$ cat src/design/bus_telegram_field_extractor_macros.svh
// Assertion macros used by the telegram extractor top module.
// Set ASSERT_OFF to compile the checks away.
`ifndef BUS_TELEGRAM_FIELD_EXTRACTOR_MACROS_SVH
`define BUS_TELEGRAM_FIELD_EXTRACTOR_MACROS_SVH

`ifndef ASSERT_OFF
// A property that must hold at every clock edge outside reset.
`define BTFE_ASSERT(label, clk, rst_n, prop) \
    label: assert property (@(posedge clk) disable iff (!rst_n) (prop)) \
        else $error("btfe assertion failed");
// A condition that must never be seen outside reset.
`define BTFE_ASSERT_NEVER(label, clk, rst_n, cond) \
    label: assert property (@(posedge clk) disable iff (!rst_n) !(cond)) \
        else $error("btfe forbidden condition seen");
`else
`define BTFE_ASSERT(label, clk, rst_n, prop)
`define BTFE_ASSERT_NEVER(label, clk, rst_n, cond)
`endif

`endif

$ cat src/design/btfe_pkg.sv
package btfe_pkg;

    localparam int BYTE_W      = 8;
    localparam int DS_W        = 2;
    localparam int RAW_W       = 16;
    localparam int SCALED_W    = 24;
    localparam int PATTERN_W   = 64;
    localparam int FORMAT_W    = 32;
    localparam int DIVISOR_W   = 16;
    localparam int CFG_INDEX_W = 4;
    localparam int CFG_DATA_W  = 64;

    localparam logic [SCALED_W-1:0] SCALED_MAX   = 24'hFFFFFF;
    localparam logic [FORMAT_W-1:0] FORMAT_RESET = 32'h0001_0111;

    // Register groups, selected by the upper two bits of the index.
    localparam logic [1:0] CFG_GROUP_PATTERN = 2'd0;
    localparam logic [1:0] CFG_GROUP_FORMAT  = 2'd1;

    typedef struct packed {
        logic [DIVISOR_W-1:0] divisor;
        logic [2:0]           unused;
        logic                 two_byte;
        logic [7:0]           skip_count;
        logic [3:0]           header_len;
    } btfe_format_t;

    typedef struct packed {
        logic busy;
        logic done;
    } btfe_div_status_t;

endpackage

$ cat src/design/btfe_if.sv
interface btfe_byte_if;
    import btfe_pkg::*;

    logic              valid;
    logic              ready;
    logic [BYTE_W-1:0] rx_byte;

    modport source (output valid, output rx_byte, input ready);
    modport sink   (input valid, input rx_byte, output ready);
endinterface

interface btfe_result_if;
    import btfe_pkg::*;

    logic                valid;
    logic                ready;
    logic [DS_W-1:0]     dataset_index;
    logic [RAW_W-1:0]    raw_value;
    logic [SCALED_W-1:0] scaled_value;
    logic                divide_fault;

    modport source (output valid, output dataset_index, output raw_value,
                    output scaled_value, output divide_fault, input ready);
    modport sink   (input valid, input dataset_index, input raw_value,
                    input scaled_value, input divide_fault, output ready);
endinterface

$ cat src/design/btfe_cfg_bank.sv
module btfe_cfg_bank #(
    parameter int NUM_DATASETS = 4
) (
    input  logic                              clk,
    input  logic                              rst_n,
    input  logic                              cfg_we,
    input  logic [btfe_pkg::CFG_INDEX_W-1:0]  cfg_index,
    input  logic [btfe_pkg::CFG_DATA_W-1:0]   cfg_wdata,
    input  logic [btfe_pkg::DS_W-1:0]         sel,
    output logic [btfe_pkg::PATTERN_W-1:0]    pattern,
    output btfe_pkg::btfe_format_t            format
);
    import btfe_pkg::*;

    logic [PATTERN_W-1:0] pattern_reg [NUM_DATASETS];
    btfe_format_t         format_reg  [NUM_DATASETS];
    logic                 pattern_we;
    logic                 format_we;

    always_comb
    begin
        pattern_we = 1'b0;
        format_we  = 1'b0;
        unique case (cfg_index[CFG_INDEX_W-1:2])
            CFG_GROUP_PATTERN: pattern_we = cfg_we;
            CFG_GROUP_FORMAT:  format_we  = cfg_we;
            default:           ;
        endcase
    end

    always_ff @(posedge clk or negedge rst_n)
    begin
        if (!rst_n)
        begin
            for (int i = 0; i < NUM_DATASETS; i++)
            begin
                pattern_reg[i] <= '0;
                format_reg[i]  <= FORMAT_RESET;
            end
        end
        else
        begin
            for (int i = 0; i < NUM_DATASETS; i++)
            begin
                if (pattern_we && cfg_index[1:0] == 2'(i))
                    pattern_reg[i] <= cfg_wdata;
                if (format_we && cfg_index[1:0] == 2'(i))
                    format_reg[i] <= cfg_wdata[FORMAT_W-1:0];
            end
        end
    end

    always_comb
    begin
        pattern = pattern_reg[0];
        format  = format_reg[0];
        for (int i = 1; i < NUM_DATASETS; i++)
        begin
            if (sel == DS_W'(i))
            begin
                pattern = pattern_reg[i];
                format  = format_reg[i];
            end
        end
    end

endmodule

$ cat src/design/btfe_divider.sv
module btfe_divider #(
    parameter int DW = 24
) (
    input  logic                              clk,
    input  logic                              rst_n,
    input  logic                              start,
    input  logic [DW-1:0]                     dividend,
    input  logic [btfe_pkg::DIVISOR_W-1:0]    divisor,
    input  logic                              take,
    output btfe_pkg::btfe_div_status_t        status,
    output logic [DW-1:0]                     quotient
);
    import btfe_pkg::*;

    localparam int CW = $clog2(DW + 1);

    logic [DW-1:0]        quo_reg, quo_next;
    logic [DIVISOR_W-1:0] rem_reg, rem_next;
    logic [DIVISOR_W-1:0] div_reg;
    logic [CW-1:0]        cnt_reg, cnt_next;
    logic                 busy_reg, busy_next;
    logic                 done_reg, done_next;
    logic [DIVISOR_W:0]   trial;
    logic [DIVISOR_W:0]   diff;
    logic                 fits;

    // One restoring step: bring down the next dividend bit and try to subtract.
    assign trial = {rem_reg, quo_reg[DW-1]};
    assign diff  = trial - {1'b0, div_reg};
    assign fits  = trial >= {1'b0, div_reg};

    always_comb
    begin
        quo_next  = quo_reg;
        rem_next  = rem_reg;
        cnt_next  = cnt_reg;
        busy_next = busy_reg;
        done_next = done_reg;
        if (start)
        begin
            quo_next  = dividend;
            rem_next  = '0;
            cnt_next  = CW'(DW);
            busy_next = 1'b1;
        end
        else if (busy_reg)
        begin
            quo_next = {quo_reg[DW-2:0], fits};
            rem_next = fits ? diff[DIVISOR_W-1:0] : trial[DIVISOR_W-1:0];
            cnt_next = cnt_reg - 1'b1;
            if (cnt_reg == CW'(1))
            begin
                busy_next = 1'b0;
                done_next = 1'b1;
            end
        end
        else if (take)
        begin
            done_next = 1'b0;
        end
    end

    always_ff @(posedge clk or negedge rst_n)
    begin
        if (!rst_n)
        begin
            cnt_reg  <= '0;
            busy_reg <= 1'b0;
            done_reg <= 1'b0;
        end
        else
        begin
            cnt_reg  <= cnt_next;
            busy_reg <= busy_next;
            done_reg <= done_next;
        end
    end

    always_ff @(posedge clk)
    begin
        quo_reg <= quo_next;
        rem_reg <= rem_next;
        if (start)
            div_reg <= divisor;
    end

    assign status.busy = busy_reg;
    assign status.done = done_reg;
    assign quotient    = quo_reg;

endmodule

$ cat src/design/bus_telegram_field_extractor.sv
// Bus telegram field extractor.
//
// Bytes received from the bus arrive on the rx channel, one per transfer.
// The block walks the configured datasets in turn: it matches the header
// pattern of the current dataset, skips the configured number of bytes and
// gathers a one- or two-byte payload, low byte first. Each finished payload
// gives one transfer on the result channel with the dataset index, the raw
// value and the raw value divided by the divisor in fixed point.
//
// Header and skip bytes are taken as they arrive. A byte that completes a
// payload starts the shared restoring divider, which retires one quotient
// bit a cycle; rx is not ready until the quotient has left the divider.
// The result sits in an output register. If the receiver stalls, the next
// division still runs, but its answer waits in the divider and rx stays
// not ready until the output register has been emptied.
// Reset returns the parser to the header phase of dataset 0, empties the
// output register and loads the configuration reset values. Configuration
// is written through cfg_we, cfg_index and cfg_wdata while the block is
// idle; the user must keep to this, the block does not enforce it.
module bus_telegram_field_extractor #(
    parameter int NUM_DATASETS     = 4,
    parameter int MAX_HEADER_BYTES = 8,
    parameter int FRACTION_BITS    = 8
) (
    input  logic                              clk,
    input  logic                              rst_n,
    btfe_byte_if.sink                         rx,
    btfe_result_if.source                     result,
    input  logic                              cfg_we,
    input  logic [btfe_pkg::CFG_INDEX_W-1:0]  cfg_index,
    input  logic [btfe_pkg::CFG_DATA_W-1:0]   cfg_wdata
);
    import btfe_pkg::*;

`include "bus_telegram_field_extractor_macros.svh"

    // The dividend is the raw value with the fraction bits appended.
    localparam int DW = RAW_W + FRACTION_BITS;

    localparam logic [1:0] PH_HEADER  = 2'd0;
    localparam logic [1:0] PH_SKIP    = 2'd1;
    localparam logic [1:0] PH_PAYLOAD = 2'd2;

    localparam logic [3:0] MAX_LEN = 4'(MAX_HEADER_BYTES);

    // Parser state.
    logic [1:0]        phase_reg, phase_next;
    logic [DS_W-1:0]   ds_reg, ds_next;
    logic [3:0]        byte_count_reg, byte_count_next;
    logic [7:0]        skipped_reg, skipped_next;
    logic [BYTE_W-1:0] low_byte_reg, low_byte_next;

    // Details of the division in flight, held until the result is loaded.
    logic [DS_W-1:0]   pend_ds_reg;
    logic [RAW_W-1:0]  pend_raw_reg;
    logic              pend_fault_reg;

    // Output register.
    logic                out_valid_reg;
    logic [DS_W-1:0]     out_ds_reg;
    logic [RAW_W-1:0]    out_raw_reg;
    logic [SCALED_W-1:0] out_scaled_reg;
    logic                out_fault_reg;

    logic [PATTERN_W-1:0] pattern;
    btfe_format_t         format;
    btfe_div_status_t     div_st;
    logic [DW-1:0]        quotient;

    logic              accept;
    logic              launch;
    logic              load;
    logic [RAW_W-1:0]  raw;
    logic [3:0]        header_len;
    logic [BYTE_W-1:0] want;
    logic [4:0]        hdr_next;
    logic [8:0]        skip_next;
    logic [31:0]       quo_wide;
    logic [SCALED_W-1:0] scaled;

    btfe_cfg_bank #(
        .NUM_DATASETS (NUM_DATASETS)
    ) u_cfg_bank (
        .clk       (clk),
        .rst_n     (rst_n),
        .cfg_we    (cfg_we),
        .cfg_index (cfg_index),
        .cfg_wdata (cfg_wdata),
        .sel       (ds_reg),
        .pattern   (pattern),
        .format    (format)
    );

    btfe_divider #(
        .DW (DW)
    ) u_divider (
        .clk      (clk),
        .rst_n    (rst_n),
        .start    (launch),
        .dividend (DW'(raw) << FRACTION_BITS),
        .divisor  (format.divisor),
        .take     (load),
        .status   (div_st),
        .quotient (quotient)
    );

    // The parser only takes a byte when no division is running or waiting.
    assign rx.ready = !div_st.busy && !div_st.done;
    assign accept   = rx.valid && rx.ready;

    // A header length of zero counts as one; anything above the limit is
    // clipped to the limit.
    always_comb
    begin
        if (format.header_len == 4'd0)
            header_len = 4'd1;
        else if (format.header_len > MAX_LEN)
            header_len = MAX_LEN;
        else
            header_len = format.header_len;
    end

    assign want      = pattern[{byte_count_reg[2:0], 3'b000} +: BYTE_W];
    assign hdr_next  = {1'b0, byte_count_reg} + 5'd1;
    assign skip_next = {1'b0, skipped_reg} + 9'd1;
    assign raw       = format.two_byte ? {rx.rx_byte, low_byte_reg}
                                       : RAW_W'(rx.rx_byte);

    always_comb
    begin
        phase_next      = phase_reg;
        ds_next         = ds_reg;
        byte_count_next = byte_count_reg;
        skipped_next    = skipped_reg;
        low_byte_next   = low_byte_reg;
        launch          = 1'b0;
        if (accept)
        begin
            unique case (phase_reg)
                PH_HEADER:
                begin
                    if (rx.rx_byte == want)
                    begin
                        if (hdr_next >= {1'b0, header_len})
                        begin
                            byte_count_next = '0;
                            skipped_next    = '0;
                            phase_next = (format.skip_count == 8'd0) ? PH_PAYLOAD
                                                                     : PH_SKIP;
                        end
                        else
                        begin
                            byte_count_next = hdr_next[3:0];
                        end
                    end
                    else
                    begin
                        // A mismatching byte is dropped, not retried as a
                        // new header start.
                        byte_count_next = '0;
                    end
                end
                PH_SKIP:
                begin
                    if (skip_next >= {1'b0, format.skip_count})
                    begin
                        skipped_next    = '0;
                        byte_count_next = '0;
                        phase_next      = PH_PAYLOAD;
                    end
                    else
                    begin
                        skipped_next = skip_next[7:0];
                    end
                end
                PH_PAYLOAD:
                begin
                    if (format.two_byte && byte_count_reg == 4'd0)
                    begin
                        low_byte_next   = rx.rx_byte;
                        byte_count_next = 4'd1;
                    end
                    else
                    begin
                        launch          = 1'b1;
                        byte_count_next = '0;
                        phase_next      = PH_HEADER;
                        ds_next = (ds_reg == DS_W'(NUM_DATASETS - 1)) ? '0
                                                                      : ds_reg + 1'b1;
                    end
                end
                default:
                begin
                    phase_next = PH_HEADER;
                end
            endcase
        end
    end

    always_ff @(posedge clk or negedge rst_n)
    begin
        if (!rst_n)
        begin
            phase_reg      <= PH_HEADER;
            ds_reg         <= '0;
            byte_count_reg <= '0;
            skipped_reg    <= '0;
            low_byte_reg   <= '0;
        end
        else
        begin
            phase_reg      <= phase_next;
            ds_reg         <= ds_next;
            byte_count_reg <= byte_count_next;
            skipped_reg    <= skipped_next;
            low_byte_reg   <= low_byte_next;
        end
    end

    always_ff @(posedge clk)
    begin
        if (launch)
        begin
            pend_ds_reg    <= ds_reg;
            pend_raw_reg   <= raw;
            pend_fault_reg <= (format.divisor == '0);
        end
    end

    // A finished quotient moves into the output register once it is free.
    assign load     = div_st.done && (!out_valid_reg || result.ready);
    assign quo_wide = 32'(quotient);

    always_comb
    begin
        if (pend_fault_reg || quo_wide > 32'(SCALED_MAX))
            scaled = SCALED_MAX;
        else
            scaled = quo_wide[SCALED_W-1:0];
    end

    always_ff @(posedge clk or negedge rst_n)
    begin
        if (!rst_n)
            out_valid_reg <= 1'b0;
        else if (load)
            out_valid_reg <= 1'b1;
        else if (result.ready)
            out_valid_reg <= 1'b0;
    end

    always_ff @(posedge clk)
    begin
        if (load)
        begin
            out_ds_reg     <= pend_ds_reg;
            out_raw_reg    <= pend_raw_reg;
            out_scaled_reg <= scaled;
            out_fault_reg  <= pend_fault_reg;
        end
    end

    assign result.valid         = out_valid_reg;
    assign result.dataset_index = out_ds_reg;
    assign result.raw_value     = out_raw_reg;
    assign result.scaled_value  = out_scaled_reg;
    assign result.divide_fault  = out_fault_reg;

    // A new result only appears after the divider has finished.
    `BTFE_ASSERT(a_result_from_divider, clk, rst_n, $rose(out_valid_reg) |-> $past(div_st.done))
    // A completed payload always sets the divider going.
    `BTFE_ASSERT(a_launch_starts_divider, clk, rst_n, launch |=> div_st.busy)
    // A flagged zero divisor always reports the saturated quotient.
    `BTFE_ASSERT_NEVER(a_fault_saturates, clk, rst_n, out_valid_reg && out_fault_reg && out_scaled_reg != SCALED_MAX)

endmodule
$ cat src/flat_wrapper.sv
// flat-port wrapper written by rule: the top's interface ports become plain ports
module bus_telegram_field_extractor_flat import btfe_pkg::*;
#(
    parameter int NUM_DATASETS     = 4,
    parameter int MAX_HEADER_BYTES = 8,
    parameter int FRACTION_BITS    = 8
)
  (clk, rst_n, cfg_we, cfg_index, cfg_wdata, rx_valid, rx_rx_byte, rx_ready, result_valid, result_dataset_index, result_raw_value, result_scaled_value, result_divide_fault, result_ready);
  btfe_byte_if rx_i ();
  btfe_result_if result_i ();
  input  logic clk;
  input  logic rst_n;
  input  logic cfg_we;
  input  logic [btfe_pkg::CFG_INDEX_W-1:0] cfg_index;
  input  logic [btfe_pkg::CFG_DATA_W-1:0] cfg_wdata;
  input wire logic [$bits(rx_i.valid)-1:0] rx_valid;
  input wire logic [$bits(rx_i.rx_byte)-1:0] rx_rx_byte;
  output wire logic [$bits(rx_i.ready)-1:0] rx_ready;
  output wire logic [$bits(result_i.valid)-1:0] result_valid;
  output wire logic [$bits(result_i.dataset_index)-1:0] result_dataset_index;
  output wire logic [$bits(result_i.raw_value)-1:0] result_raw_value;
  output wire logic [$bits(result_i.scaled_value)-1:0] result_scaled_value;
  output wire logic [$bits(result_i.divide_fault)-1:0] result_divide_fault;
  input wire logic [$bits(result_i.ready)-1:0] result_ready;
  assign rx_i.valid = rx_valid;
  assign rx_i.rx_byte = rx_rx_byte;
  assign rx_ready = rx_i.ready;
  assign result_valid = result_i.valid;
  assign result_dataset_index = result_i.dataset_index;
  assign result_raw_value = result_i.raw_value;
  assign result_scaled_value = result_i.scaled_value;
  assign result_divide_fault = result_i.divide_fault;
  assign result_i.ready = result_ready;
  bus_telegram_field_extractor #(.NUM_DATASETS(NUM_DATASETS), .MAX_HEADER_BYTES(MAX_HEADER_BYTES), .FRACTION_BITS(FRACTION_BITS)) u_core (.clk(clk), .rst_n(rst_n), .rx(rx_i), .result(result_i), .cfg_we(cfg_we), .cfg_index(cfg_index), .cfg_wdata(cfg_wdata));
endmodule
$ cat config.mk
export PLATFORM = sky130hd
export DESIGN_NAME = bus_telegram_field_extractor_flat
export DESIGN_NICKNAME = d
export VERILOG_FILES = /design/src/design/btfe_pkg.sv /design/src/design/btfe_if.sv /design/src/design/btfe_cfg_bank.sv /design/src/design/btfe_divider.sv /design/src/design/bus_telegram_field_extractor.sv /design/src/flat_wrapper.sv
export VERILOG_INCLUDE_DIRS = /design/src /design/src/design
export SDC_FILE = /design/constraint.sdc
export NUM_CORES = 1
export LEC_CHECK = 0
export BUFFER_PORTS_ARGS = -buffer_cell sky130_fd_sc_hd__buf_2
export CORE_MARGIN = 2
export CORE_UTILIZATION = 61
export DETAILED_ROUTE_END_ITERATION = 16
export PLACE_DENSITY = 0.79
export REMOVE_ABC_BUFFERS = 1
export SYNTH_ARGS = -nofsm -noshare
export SYNTH_HDL_FRONTEND = slang
export SYNTH_SLANG_ARGS = --single-unit
export TNS_END_PERCENT = 50
$ cat constraint.sdc
create_clock -name clk -period 5.7 [get_ports clk]
set_input_delay 1.425 -clock clk [delete_from_list [all_inputs] [get_ports clk]]
set_output_delay 1.425 -clock clk [all_outputs]
set_load 0.005 [all_outputs]
# == Word level (Yosys, flattened, before mapping) ==
# Index checks and enable logic that the tools add are counted.
# word_totals
register_bits,534
# classes
addsub,5
n_lt_le_gt_ge,5
eq_ne,16
shifts,1
mux,43
bitwise_logic,2
reduce_logical,35
# ops
cell,n
2-to-1 mux 64 bit,3
2-to-1 mux 32 bit,3
variable part select 64 x 7 -> 8 bit,1
2-to-1 mux 24 bit,2
2-to-1 mux 16 bit,2
> comparator 24 bit (second input constant),1
2-to-1 mux 8 bit,3
2-to-1 mux 4 bit,5
>= comparator 17 x 16 -> 1 bit,1
zero test 16 bit,1
case mux 8 bit (2 select lines),1
subtractor 16 bit,1
2-to-1 mux 1 bit,14
logical AND 1 bit,12
2-to-1 mux 2 bit,6
case mux 4 bit (3 select lines),1
AND reduction 3 bit,4
equality test 2 bit (second input constant),5
2-to-1 mux 5 bit,2
adder 8 x 1 -> 9 bit (second input constant),1
>= comparator 9 x 8 -> 1 bit,1
equality test 2 x 1 -> 1 bit (second input constant),4
equality test 8 bit,1
zero test 4 bit,2
18 further kinds,30

# == Longest topological paths before layout ==
# depth
ltp_word,11
depth_mapped,25

# == Cells and area by module ==
# A second synthesis with hierarchy kept.
# hier_totals
hier_cells,1640
area_unflattened_um2,25011.5
# modules_own_cells
module,instances,cells_each,area_per_inst_um2
btfe_cfg_bank,1,939,16769.8
bus_telegram_field_extractor,1,344,4496.8
btfe_divider,1,357,3744.8

# == Least setup slack after synthesis ==
# No wires, ideal clock.
# synth_path
path_type,flip-flop to flip-flop
startpoint,register u_core.ds_reg[1]
endpoint,register u_core.skipped_reg[6]
arrival_time_ns,4.576
required_ns,5.569
setup_slack_ns,0.993
path_stages_with_launch,25
n_path_buf,7
period_less_slack_ns,4.707
path_cell_list,dfrtp_1 -> inv_1 -> ha_1 -> buf_2 -> buf_6 -> buf_4 -> buf_4 -> buf_2 -> buf_2 -> buf_2 -> mux2_2 -> nand2_1 -> a21oi_1 -> a21oi_1 -> a221oi_1 -> nor2b_1 -> ha_1 -> nand2b_1 -> a21o_1 -> a21oi_1 -> o21ai_0 -> o211a_1 -> or4b_4 -> a221o_1 -> o2bb2ai_1
# synth_between
elab_chain_cells,10
elab_cells_between_ends,22
classes_between,order compare (3); eq/ne (6); shift (1); mux (10); reduce/logical (2)
# synth_rtl
element,line,source
from (decl),bus_telegram_field_extractor.sv:48,"logic [DS_W-1:0] ds_reg, ds_next;"
from (signal assigned),bus_telegram_field_extractor.sv:213,ds_reg <= ds_next;
equality test 2 x 1 -> 1 bit,btfe_cfg_bank.sv:59,if (sel == DS_W'(i))
2-to-1 mux 32 bit (3 in a row),btfe_cfg_bank.sv:59,
> comparator 4 bit,bus_telegram_field_extractor.sv:117,else if (format.header_len > MAX_LEN)
2-to-1 mux 4 bit,bus_telegram_field_extractor.sv:117,
2-to-1 mux 4 bit,bus_telegram_field_extractor.sv:115,if (format.header_len == 4'd0)
>= comparator 5 x 4 -> 1 bit,bus_telegram_field_extractor.sv:144,"if (hdr_next >= {1'b0, header_len})"
!= test 2 x 1 -> 1 bit (no line),--,
AND reduction 4 bit (no line),--,
to (signal assigned),bus_telegram_field_extractor.sv:215,skipped_reg <= skipped_next;
to (decl),bus_telegram_field_extractor.sv:50,"logic [7:0] skipped_reg, skipped_next;"
# Several ways; a longest one is shown, not always the timed one.
# A chain may end at the register's enable or synchronous reset.

# == Worst setup path after layout ==
# layout_path
startpoint,register u_core.ds_reg[1]
endpoint,register u_core.phase_reg[1]
# layout_between
elab_chain_cells,10
elab_cells_between_ends,28
classes_between,order compare (3); eq/ne (8); shift (1); mux (12); reduce/logical (4)
# layout_rtl
element,line,source
equality test 2 x 1 -> 1 bit,btfe_cfg_bank.sv:59,
2-to-1 mux 32 bit (3 in a row),btfe_cfg_bank.sv:59,
> comparator 4 bit,bus_telegram_field_extractor.sv:117,
2-to-1 mux 4 bit,bus_telegram_field_extractor.sv:117,
2-to-1 mux 4 bit,bus_telegram_field_extractor.sv:115,
>= comparator 5 x 4 -> 1 bit,bus_telegram_field_extractor.sv:144,
!= test 2 x 1 -> 1 bit (no line),--,
AND reduction 5 bit (no line),--,
to (signal assigned),bus_telegram_field_extractor.sv:212,phase_reg <= phase_next;
to (decl),bus_telegram_field_extractor.sv:47,"logic [1:0] phase_reg, phase_next;"
# Several ways; a longest one is shown, not always the timed one. The select of a mux whose other input is x is not followed.

==> flow_metrics.tcl <==
set metrics [dict create \
    status "finished clean" \
    fin_crit_ns 4.76 \
    clock_skew_ns 0.0269 \
    synth-seq-area-share 0.555 \
    drt_pass1_iterations 7 \
    die_w_um 203 \
    placed_area_um2 25400 \
    drtIter0Drc 1031 \
    synthFlopType "dfrtp_1" \
    synth_common_cells "mux2_2 (424), dfrtp_1 (388), nand2_1 (115)" \
    power_density_nw_per_um2 485 \
    cts_root_buf "clkbuf_16" \
    cts_max_level 2 \
    synth.area.top_cells "dfrtp_1 (40%), mux2_2 (20%), edfxtp_1 (12%)" \
    die_h_um 203 \
    rrSetupSlack_ns 0.94 \
    post-cts-setup-buffers 0 \
    critPathArrivalTime_ns 5.25 \
    syn_area_um2 24200 \
    cts_hold_buf 0 \
    crit_fanout 45 \
    maxCapViolCount 0 \
    grt_antenna_before_repair 0 \
    synth_area_leader_cell "dfrtp_1" \
    post-route-util 0.697 \
    rows 72 \
    finalHoldViolCount 0 \
    instances_no_fill 2522 \
    postRouteAntennaNets 0 \
    synth.most_common_cell "mux2_2" \
    synth_edf_count 94 \
    grt_pass1_vias 15659 \
    holdCritStartpoint "u_core.pend_raw_reg[15]$_DFFE_PP_" \
    drc 0 \
    clk_latency_ns 0.61 \
    tightest_slew_ns 1.09 \
    numClockSinks 522 \
    wl_per_cell_um 21.5 \
    fin_nets 2083 \
    overflow 0 \
    period_share 0.836 \
    synth_cell_types 74 \
    die-area_um2 41300 \
    numCtsBuffers 52 \
    wl_mm 54.1 \
    p_leak_nw 11.5 \
    place.gp.congestion 0.897 \
    crit_type "flop to flop" \
    area_growth_pct 12.2 \
    cts_tree "done" \
    clk_pin_slew_ns 0.06 \
    placed_cells 2425 \
    io_buffers 125 \
    fin_ws_ns 0.938 \
    grt_pass1_wl_mm 86.0 \
    fmax_mhz 210 \
    dpl.hpwl_mm 34.8 \
    stdcell_area_um2 27100 \
    hold_end "u_core.result.raw_value[15]$_DFFE_PP_" \
    grt_max_degree 133 \
    dpl_worst_slack_ns 1.06 \
    hp-class "flop to flop" \
    yosys_warnings 0 \
    avgViaCountPerCell 6.13 \
    synthArstFlopShare 0.774 \
    ir_worst_vdd_uv 316 \
    synth_top_cell_area_share 0.401 \
    syn_inst 1850 \
    whs_path_depth 0 \
    r2r-start "u_core.ds_reg[1]$_DFFE_PN0P_" \
    syn_avg_cell_area_um2 13.1 \
    r2r_end "u_core.phase_reg[1]$_DFFE_PN0P_" \
    r2r_cells 12 \
    slew_headroom 0.267 \
    setup_viol 0 \
    io_pins 126 \
    synth_seq_cells 522 \
    final.setup.tns_ns 0 \
    cts_resized 0 \
    cts_buffer_depth 3 \
    required_ns 6.19 \
    critPathLaunchType "flop" \
    floorplan.initialDensity 0.622 \
    rsz0062_at_grt "no" \
    diodes 0 \
    maxSlewViolCount 0 \
    endpoint_kind "flop" \
    drive_above_1_share 0.368 \
    core_um2 38900 \
    vias 15451 \
    grt_use_total 0.266 \
    largest_reg_flops 256 \
]
-- routing by layer --
| metal | up-vias | routed length (µm) | GRT usage |
|---|---|---|---|
| met4 | 0 | 1560 | 0.0879 |
| met5 | - | 0 | 0 |
| met1 | 7965 | 23400 | 0.356 |
| li1 | 6974 | - | - |
| met3 | 92 | 2730 | 0.0468 |
| met2 | 420 | 26400 | 0.445 |
-- through the flow --
stage	hold WS, ns	power [W]
2_1_floorplan	0.400	0.00853
3_3_place_gp	0.407	0.00959
3_5_place_dp	0.405	0.00978
4_1_cts	0.419	0.0132
5_1_grt	0.424	0.0139
6_report	0.414	0.0132
-- area by class of cell --
class	count	area, µm²
clock buffer	76	1480
tap	518	648
fill	2686	11800
sequential	522	13400
clock inverter	21	220
multi-input combinational	1186	10300
inverter	44	165
timing repair buffer	155	923
-- cell usage in the layout (no fill, tap or decap), types with 5 or more instances in the layout --
master     synthesis  routed
mux2_2           424     424
dfrtp_1          388     387
buf_2             16     124
nand2_1          115     115
mux2i_1           99      99
edfxtp_1          94      94
o21ai_0           93      93
a21oi_1           59      58
clkbuf_16          0      54
nor2_1            52      50
inv_1             43      42
ha_1              40      37
or2_2             27      27
buf_4              4      25
dfxtp_1           24      24
nand2b_1          20      20
nor2b_1           21      20
a22o_1            18      18
mux4_2            18      18
clkbuf_1          65      17
xnor2_1           16      16
dfstp_2           16      16
nand3_1           15      14
nor4_1            13      12
o211ai_1          12      12
o22ai_1           11      11
xor2_1             9       9
clkinv_1           1       7
nand4_1            6       6
a21o_1             6       6
nor3_1             7       6
clkinv_2           0       6
a211oi_1           5       5
nor4b_1            5       5
a22oi_1            5       5
clkbuf_8           0       5
buf_12             0       5
-- how the worst max path moves through the flow --
stage,start,endpoint,cells after the start
global route,u_core.ds_reg[1]$_DFFE_PN0P_,u_core.skipped_reg[4]$_DFFE_PN0P_,12
CTS,u_core.ds_reg[1]$_DFFE_PN0P_,u_core.phase_reg[1]$_DFFE_PN0P_,12
detailed placement,u_core.ds_reg[1]$_DFFE_PN0P_,u_core.skipped_reg[6]$_DFFE_PN0P_,12
finish,u_core.ds_reg[1]$_DFFE_PN0P_,u_core.phase_reg[1]$_DFFE_PN0P_,12
floorplan,cfg_index[2],u_core.u_cfg_bank.pattern_reg[100]$_DFFE_PN0P_,2
global placement,u_core.ds_reg[1]$_DFFE_PN0P_,u_core.skipped_reg[4]$_DFFE_PN0P_,12
-- cells by family (layout without fill, tap and decap cells) --
family / count (synthesis) / in the layout / share of synthesized area
compound gates: 262 / 262 / 0.0684
buf+inv: 142 / 296 / 0.0238
fa+ha+maj: 41 / 41 / 0.0215
flops: 522 / 522 / 0.555
xor+xnor: 25 / 25 / 0.00905
mux: 543 / 543 / 0.256
simple gates: 315 / 315 / 0.0662
-- where the power goes --
part / internal, W / switching (W)
logic: 0.00204 / 0.00230
registers: 0.00487 / 0.000562
clock network: 0.00199 / 0.00141
-- worst max-delay path: stages (launching register included) --
cell,delay [ns]
dfrtp_1,0.44
inv_1,0.12
ha_4,0.70
buf_4,0.44
mux2_2,0.37
o211ai_1,0.22
nand4_1,0.12
or4_1,0.59
o21bai_1,0.15
nand4b_1,0.26
nor4_2,0.68
a22oi_1,0.16
o2bb2a_1,0.32
Note: power is estimated with default switching activity, not from simulation.
